<file path="src/hw/rtl/mlr_pkg.sv">
// Shared types and constants for the midpoint line rasterizer.
`default_nettype none

package mlr_pkg;

  // Default coordinate width of the endpoints and of pixel_x
  localparam int unsigned CoordBitsDefault = 10;

  // Window height register
  localparam int unsigned WinHeightBits = 11;
  localparam logic [WinHeightBits-1:0] WinHeightReset = 11'd512;

  // Request codes carried on req_type
  typedef enum logic [0:0] {
    REQ_START = 1'b0,
    REQ_STEP  = 1'b1
  } req_type_e;

endpackage : mlr_pkg

`default_nettype wire

</file>
<file path="src/hw/rtl/midpoint_line_rasterizer.sv">
// Midpoint line rasterizer: y flip, octant setup and one result per request.
//
//   channel | direction | handshake             | payload
//   --------+-----------+-----------------------+-------------------------------------
//   in      | input     | in_valid_i/in_ready_o | req_type, start_x/y, end_x/y
//   out     | output    | out_valid_o/out_ready_i | pixel_x, pixel_y, pixel_valid, last_pixel
//   cfg     | input     | cfg_valid_i/cfg_ready_o | cfg_data_i (window_height)
//
// Each request yields exactly one result, registered through the input and result stages.
// One request is taken every cycle while no result stalls; the line stepper does one add and compare per pixel.
// The y flip happens in the input stage, setup or stepping in the result stage.
// Reset clears the valid flags, the active-line flag and sets window_height to 512.
// A stalled result holds both stages; the input stage still fills while empty.
`default_nettype none

module midpoint_line_rasterizer #(
  parameter int unsigned CoordBits = mlr_pkg::CoordBitsDefault
) (
  input  logic                               clk_i,
  input  logic                               rst_ni,
  // configuration write
  input  logic                               cfg_valid_i,
  output logic                               cfg_ready_o,
  input  logic [mlr_pkg::WinHeightBits-1:0]  cfg_data_i,
  // request channel
  input  logic                               in_valid_i,
  output logic                               in_ready_o,
  input  logic                               req_type_i,
  input  logic [CoordBits-1:0]               start_x_i,
  input  logic [CoordBits-1:0]               start_y_i,
  input  logic [CoordBits-1:0]               end_x_i,
  input  logic [CoordBits-1:0]               end_y_i,
  // pixel channel
  output logic                               out_valid_o,
  input  logic                               out_ready_i,
  output logic [CoordBits-1:0]               pixel_x_o,
  output logic signed [CoordBits+1:0]        pixel_y_o,
  output logic                               pixel_valid_o,
  output logic                               last_pixel_o
);

  import mlr_pkg::*;

  // Position width: flipped y spans -(2^C - 1) .. 2^11 - 1
  localparam int unsigned MaxBits = (CoordBits > WinHeightBits) ? CoordBits : WinHeightBits;
  localparam int unsigned PosW    = MaxBits + 1;
  // Decision width: values stay within +/- 2^(C+1)
  localparam int unsigned DecW    = CoordBits + 3;
  localparam int unsigned OutYW   = CoordBits + 2;

  // Window height register
  logic [WinHeightBits-1:0] win_height_q;

  assign cfg_ready_o = 1'b1;

  always_ff @(posedge clk_i or negedge rst_ni) begin
    if (!rst_ni) begin
      win_height_q <= WinHeightReset;
    end else if (cfg_valid_i) begin
      win_height_q <= cfg_data_i;
    end
  end

  // Handshake and stage control
  logic s1_valid_q, s1_valid_d;
  logic out_valid_q, out_valid_d;
  logic advance;
  logic in_fire;
  logic s2_fire;

  assign advance    = !out_valid_q || out_ready_i;
  assign in_ready_o = !s1_valid_q || advance;
  assign in_fire    = in_valid_i && in_ready_o;
  assign s2_fire    = s1_valid_q && advance;

  always_comb begin
    s1_valid_d = s1_valid_q;
    if (in_fire) begin
      s1_valid_d = 1'b1;
    end else if (advance) begin
      s1_valid_d = 1'b0;
    end
  end

  assign out_valid_d = advance ? s1_valid_q : out_valid_q;

  always_ff @(posedge clk_i or negedge rst_ni) begin
    if (!rst_ni) begin
      s1_valid_q  <= 1'b0;
      out_valid_q <= 1'b0;
    end else begin
      s1_valid_q  <= s1_valid_d;
      out_valid_q <= out_valid_d;
    end
  end

  // Input stage: capture request, flip y to a bottom-left origin
  logic                   s1_step_q;
  logic [CoordBits-1:0]   s1_ax_q, s1_bx_q;
  logic signed [PosW-1:0] s1_ay_q, s1_by_q;
  logic signed [PosW-1:0] height_s;
  logic signed [PosW-1:0] ay_d, by_d;

  assign height_s = $signed(PosW'(win_height_q));
  assign ay_d     = height_s - $signed(PosW'(start_y_i));
  assign by_d     = height_s - $signed(PosW'(end_y_i));

  always_ff @(posedge clk_i) begin
    if (in_fire) begin
      s1_step_q <= (req_type_i == REQ_STEP);
      s1_ax_q   <= start_x_i;
      s1_bx_q   <= end_x_i;
      s1_ay_q   <= ay_d;
      s1_by_q   <= by_d;
    end
  end

  // Line state
  logic                   line_active_q, line_active_d;
  logic signed [PosW-1:0] major_pos_q, major_pos_d;
  logic signed [PosW-1:0] minor_pos_q, minor_pos_d;
  logic signed [PosW-1:0] major_end_q, major_end_d;
  logic signed [DecW-1:0] decision_q, decision_d;
  logic signed [DecW-1:0] inc_straight_q, inc_straight_d;
  logic signed [DecW-1:0] inc_diagonal_q, inc_diagonal_d;
  logic                   axes_swapped_q, axes_swapped_d;
  logic                   minor_falls_q, minor_falls_d;

  // Setup for a start request
  logic signed [PosW-1:0] ax_s, bx_s;
  logic signed [PosW-1:0] dx_w, dy_w;
  logic [CoordBits-1:0]   dx, dy, dmaj, dmin;
  logic                   steep;
  logic signed [PosW-1:0] m0, n0, m1, n1;
  logic signed [PosW-1:0] om0, on0, om1, on1;
  logic signed [DecW-1:0] dmaj_s, dmin_s;

  assign ax_s  = $signed(PosW'(s1_ax_q));
  assign bx_s  = $signed(PosW'(s1_bx_q));
  assign dx_w  = (bx_s > ax_s) ? (bx_s - ax_s) : (ax_s - bx_s);
  assign dy_w  = (s1_by_q > s1_ay_q) ? (s1_by_q - s1_ay_q) : (s1_ay_q - s1_by_q);
  assign dx    = dx_w[CoordBits-1:0];
  assign dy    = dy_w[CoordBits-1:0];
  assign steep = dy > dx;

  // Pick the major axis, then order so the major coordinate rises
  always_comb begin
    if (steep) begin
      m0 = s1_ay_q; n0 = ax_s; m1 = s1_by_q; n1 = bx_s;
    end else begin
      m0 = ax_s; n0 = s1_ay_q; m1 = bx_s; n1 = s1_by_q;
    end
    if (m0 > m1) begin
      om0 = m1; on0 = n1; om1 = m0; on1 = n0;
    end else begin
      om0 = m0; on0 = n0; om1 = m1; on1 = n1;
    end
  end

  assign dmaj   = steep ? dy : dx;
  assign dmin   = steep ? dx : dy;
  assign dmaj_s = $signed(DecW'(dmaj));
  assign dmin_s = $signed(DecW'(dmin));

  // Step for a step request
  logic signed [PosW-1:0] major_next, minor_next;
  logic signed [DecW-1:0] decision_next;

  always_comb begin
    major_next = major_pos_q + PosW'(1);
    if (decision_q > 0) begin
      minor_next    = minor_falls_q ? (minor_pos_q - PosW'(1)) : (minor_pos_q + PosW'(1));
      decision_next = decision_q + inc_diagonal_q;
    end else begin
      minor_next    = minor_pos_q;
      decision_next = decision_q + inc_straight_q;
    end
  end

  // Next state and result
  logic [CoordBits-1:0]   pix_x_q, pix_x_d;
  logic signed [OutYW-1:0] pix_y_q, pix_y_d;
  logic                   pix_valid_q, pix_valid_d;
  logic                   last_q, last_d;
  logic signed [PosW-1:0] px, py;

  always_comb begin
    line_active_d  = line_active_q;
    major_pos_d    = major_pos_q;
    minor_pos_d    = minor_pos_q;
    major_end_d    = major_end_q;
    decision_d     = decision_q;
    inc_straight_d = inc_straight_q;
    inc_diagonal_d = inc_diagonal_q;
    axes_swapped_d = axes_swapped_q;
    minor_falls_d  = minor_falls_q;
    pix_valid_d    = 1'b0;
    if (!s1_step_q) begin
      axes_swapped_d = steep;
      minor_falls_d  = on1 < on0;
      major_pos_d    = om0;
      minor_pos_d    = on0;
      major_end_d    = om1;
      inc_straight_d = dmin_s <<< 1;
      inc_diagonal_d = (dmin_s - dmaj_s) <<< 1;
      decision_d     = (dmin_s <<< 1) - dmaj_s;
      pix_valid_d    = 1'b1;
    end else if (line_active_q) begin
      major_pos_d = major_next;
      minor_pos_d = minor_next;
      decision_d  = decision_next;
      pix_valid_d = 1'b1;
    end
    last_d = pix_valid_d && (major_pos_d == major_end_d);
    if (pix_valid_d) begin
      line_active_d = !last_d;
    end
    px = axes_swapped_d ? minor_pos_d : major_pos_d;
    py = axes_swapped_d ? major_pos_d : minor_pos_d;
    pix_x_d = pix_valid_d ? px[CoordBits-1:0] : '0;
    pix_y_d = pix_valid_d ? OutYW'(py) : '0;
  end

  // Control state, cleared by reset
  always_ff @(posedge clk_i or negedge rst_ni) begin
    if (!rst_ni) begin
      line_active_q <= 1'b0;
    end else if (s2_fire) begin
      line_active_q <= line_active_d;
    end
  end

  // Advance line state and result register
  always_ff @(posedge clk_i) begin
    if (s2_fire) begin
      major_pos_q    <= major_pos_d;
      minor_pos_q    <= minor_pos_d;
      major_end_q    <= major_end_d;
      decision_q     <= decision_d;
      inc_straight_q <= inc_straight_d;
      inc_diagonal_q <= inc_diagonal_d;
      axes_swapped_q <= axes_swapped_d;
      minor_falls_q  <= minor_falls_d;
      pix_x_q        <= pix_x_d;
      pix_y_q        <= pix_y_d;
      pix_valid_q    <= pix_valid_d;
      last_q         <= last_d;
    end
  end

  assign out_valid_o   = out_valid_q;
  assign pixel_x_o     = pix_x_q;
  assign pixel_y_o     = pix_y_q;
  assign pixel_valid_o = pix_valid_q;
  assign last_pixel_o  = last_q;

  // Checks
  a_last_ends_line : assert property (@(posedge clk_i) disable iff (!rst_ni)
    (s2_fire && last_d) |=> !line_active_q)
    else $error("line still active after last pixel");

  a_no_pixel_zero : assert property (@(posedge clk_i) disable iff (!rst_ni)
    (out_valid_o && !pixel_valid_o) |-> (!last_pixel_o && pixel_x_o == '0 && pixel_y_o == '0))
    else $error("empty result carries nonzero fields");

  a_major_in_range : assert property (@(posedge clk_i) disable iff (!rst_ni)
    line_active_q |-> (major_pos_q < major_end_q))
    else $error("active line has passed its end");

  a_stall_keeps_item : assert property (@(posedge clk_i) disable iff (!rst_ni)
    (s1_valid_q && !advance) |=> s1_valid_q)
    else $error("input stage dropped a request under stall");

endmodule : midpoint_line_rasterizer

`default_nettype wire

</file>
<file path="config.mk">
export PLATFORM = sky130hd
export DESIGN_NAME = midpoint_line_rasterizer
export DESIGN_NICKNAME = d
export VERILOG_FILES = /design/src/hw/rtl/mlr_pkg.sv /design/src/hw/rtl/midpoint_line_rasterizer.sv
export SDC_FILE = /design/constraint.sdc
export NUM_CORES = 1
export LEC_CHECK = 0
export CAP_MARGIN = 20
export CORE_ASPECT_RATIO = 1.4
export CORE_MARGIN = 3
export CORE_UTILIZATION = 30
export DETAILED_ROUTE_END_ITERATION = 16
export DONT_BUFFER_PORTS = 1
export GPL_ROUTABILITY_DRIVEN = 0
export PLACE_DENSITY = 0.42
export SYNTH_ARGS = -nofsm -noshare
export SYNTH_HDL_FRONTEND = slang
export SYNTH_SLANG_ARGS = --single-unit
</file>
<file path="constraint.sdc">
create_clock -name clk_i -period 12.9 [get_ports clk_i]
set_input_delay 0 -clock clk_i [delete_from_list [all_inputs] [get_ports clk_i]]
set_output_delay 0 -clock clk_i [all_outputs]
set_load 0.02 [all_outputs]
</file>
==> impl_metrics.yaml <==
outcome:
  outcome: "complete, no violations"
cts:
  htree_levels: 4
  cts_made_buffers: 17
  clockBufferDepth: 2
  worstSkewPairLatency_ns: 0.46
  cts.sinks: 155
  cts_tree: "done"
  clk_pin_slew_worst_paths_ns: 0.07
  root_buffer: "clkbuf_16"
global_routing:
  grtUsageMet1_pct: 20.9
  use_met3_pct: 2.38
  grt_use_met2_pct: 29.7
  grt-ovfl-total: 0
  grt.total_usage_pct: 17.2
  antenna_found_initial: 0
  top_usage_layer: "met2"
  grt_pass1_wl_um: 60300
  grt_pass1_vias: 10405
  grt_max_degree: 69
setup_path:
  worstRegToRegCells: 39
  crit_end: "minor_falls_q"
  critPathMostFrequentCell: "a21oi_1"
  crit_path_end_kind: "flop"
  start_kind: "flop"
  critical_path_class: "flop to flop"
  critPathLaunch: "s1_bx_q[0]"
  worstReg2RegEnd: "minor_falls_q"
  rrSetupSlack_ns: 3.11
  path_max_fanout: 68
  required_ns: 13.21
  reg2reg_from: "s1_bx_q[0]"
  worst_path_max_delay_cell: "buf_4"
  slowest_delay_ns: 0.63
  cp.arrival_ns: 10.10
place:
  hpwl_um: 31500
  portBuffers: 0
  place_area_um2: 13500
min_path:
  holdCritPathClass: "primary input to flop"
  holdPathStages: 4
flow_run:
  drv_cap: 0
final_layout:
  areaGrowthSynthToFinish_pct: 13.1
  stdcell_area_um2: 14700
  regArea_um2: 4590
  nets: 1637
  fill_cells: 4445
  insertedDiodeCount: 0
  multi_input_area_um2: 7740
  layout-drive-gt1-share_pct: 7.27
drt:
  drc: 0
  wirelength_um: 39300
  vias_per_cell: 5.12
  via_count: 10263
  firstDrtPassIters: 5
  wl_per_cell_um: 19.6
  drt-initial-drc-count: 574
  ant_nets: 0
synth:
  synth-async-reset-ratio_pct: 9.03
  syn_area_per_cell_um2: 9.19
  syn-cell-area_um2: 13000
  synthCells: 1417
  yosys_warnings: 0
  ys_ff_latch: 155
  synth_cell_types: 81
  synth_area_leader_cell: "edfxtp_1"
  yosysSeqAreaShare_pct: 35.2
  ys.flop_type: "edfxtp_1"
  synthTopCellsByArea: "edfxtp_1, ha_1, a21oi_1"
  synthesis.nets: 1608
  synth_edf_count: 141
  synth_top_area_share_pct: 32.5
timing:
  maxSlewViolCount: 0
  rsz0062_at_grt: "false"
  finalSetupTns_ns: 0
  fin_crit_sh_pct: 75.9
  worst_pin_slew_ns: 0.898
  skew_ns: 0.0125
  hold_viol_final: 0
  fin_crit_ns: 9.79
  fmax_ghz: 0.102
  setup_viol_count_final: 0
  relSlewSlack_pct: 39.9
  hold_slack_ns: 0.0197
floorplan:
  initial_core_util_pct: 30.6
  io_pins: 84
  die-area_um2: 46000
  die_x_um: 182
  core-area_um2: 42500
  fp-row-count: 89
  die_h_um: 252
==> cells in the mapped netlist, types with 6 or more instances <==
master / count
edfxtp_1: 141
nor2_1: 128
a21oi_1: 125
ha_1: 125
inv_1: 112
nand2_1: 110
o21ai_0: 82
xor2_1: 43
mux2i_1: 41
nor3_1: 40
xnor2_1: 38
mux2_2: 33
a21o_1: 28
clkbuf_1: 28
nand2b_1: 26
o21a_1: 23
nand3_1: 19
nor2b_1: 19
nand4_1: 16
and2_1: 15
dfrtp_1: 13
a211oi_1: 11
a21boi_0: 11
o211ai_1: 11
buf_1: 10
or3_1: 10
buf_2: 9
fa_1: 9
o21ai_1: 9
nor4_1: 8
o211a_1: 7
a31oi_1: 6
o31ai_1: 6
==> area by class of cell <==
class	count	area share [%]
tap	546	4.64
timing repair buffer	68	4.49
multi-input combinational	1090	52.5
sequential	155	31.1
inverter	114	2.91
clock inverter	15	1.40
clock buffer	17	2.89
==> registers in the layout, summed over array words and instances (netlist names) <==
register / flops
decision_q: 13
major_end_q: 12
major_pos_q: 12
minor_pos_q: 12
pixel_y_o: 12
s1_ay_q: 12
s1_by_q: 12
inc_diagonal_q: 11
win_height_q: 11
inc_straight_q: 10
pixel_x_o: 10
s1_ax_q: 10
s1_bx_q: 10
axes_swapped_q: 1
last_pixel_o: 1
line_active_q: 1
minor_falls_q: 1
out_valid_o: 1
pixel_valid_o: 1
s1_step_q: 1
s1_valid_q: 1
==> critical path, delay by kind of cell, from the launching register on <==
| family | cells | cell delay, ns |
|---|---|---|
| xor gates and xnor gates | 1 | 0.22 |
| DFF | 1 | 0.51 |
| buffers and inverters | 6 | 1.36 |
| muxes | 2 | 0.80 |
| and+or+nand+nor | 9 | 1.56 |
| AOI/OAI and AO/OA | 16 | 3.53 |
| adders and majority gates | 5 | 1.62 |
==> through the flow <==
| step | worst slack [ns] | utilization [%] | cells |
|---|---|---|---|
| after floorplan | 3.83 | - | 1417 |
| after global placement | 3.30 | 31.8 | 1917 |
| after detailed placement | 3.17 | 31.8 | 1917 |
| after CTS | 3.15 | 34.5 | 2003 |
| after global routing | 2.23 | 34.6 | 2005 |
| final | 3.11 | 34.6 | 2005 |
==> metal layers <==
layer	up-vias	share of wire, %	wire length (µm)
met5	-	0	0
met4	0	4.8	1890
met3	65	2.8	1090
met2	188	49	19400
met1	4847	43	17000
li1	5163	-	-
==> kinds of logic after synthesis <==
family                   synth area share (%)
AO/OA/AOI/OAI                            18.7
adder cells (fa/ha/maj)                  13.4
buffers and inverters                    5.52
AND/OR/NAND/NOR                          15.5
XOR/XNOR                                 5.45
flip-flops                               35.2
multiplexers                             6.18
other                                  0.0288
==> layout by cell type (no fill, tap or decap), types with 9 or more instances in the layout <==
| cell | n |
|---|---|
| a21boi_0 | 11 |
| mux2i_1 | 41 |
| a21oi_1 | 125 |
| buf_4 | 12 |
| fa_1 | 9 |
| nor2b_1 | 19 |
| edfxtp_1 | 141 |
| o21ai_1 | 9 |
| or3_1 | 10 |
| xnor2_1 | 38 |
| inv_1 | 111 |
| xor2_1 | 43 |
| o21ai_0 | 82 |
| nor3_1 | 40 |
| ha_1 | 125 |
| dfrtp_1 | 13 |
| nand2_1 | 110 |
| o21a_1 | 23 |
| a21o_1 | 28 |
| nor2_1 | 126 |
| nand4_1 | 16 |
| dlygate4sd3_1 | 55 |
| mux2_2 | 33 |
| nand3_1 | 19 |
| clkbuf_16 | 17 |
| a211oi_1 | 11 |
| nand2b_1 | 26 |
| and2_1 | 14 |
| o211ai_1 | 11 |
==> repair_timing <==
action | CTS | global route
gates resized for setup | 0 | 0
setup buffers | 0 | 0
endpoints found under the hold margin | 67 | 7
hold buffers | 54 | 1
==> worst min path at each step <==
stage                 startpoint  slack, ns               end
floorplan                 rst_ni      -0.30     line_active_q
global placement          rst_ni      -0.29   win_height_q[8]
detailed placement        rst_ni      -0.29  win_height_q[10]
CTS                 start_y_i[3]      0.009        s1_ay_q[3]
global route        start_y_i[8]       0.05        s1_ay_q[8]
finish              start_y_i[3]       0.02        s1_ay_q[3]
Power is left out: the tool's default activity adds up to more than one toggle a clock period on the data nets, which glitch-free logic cannot reach.
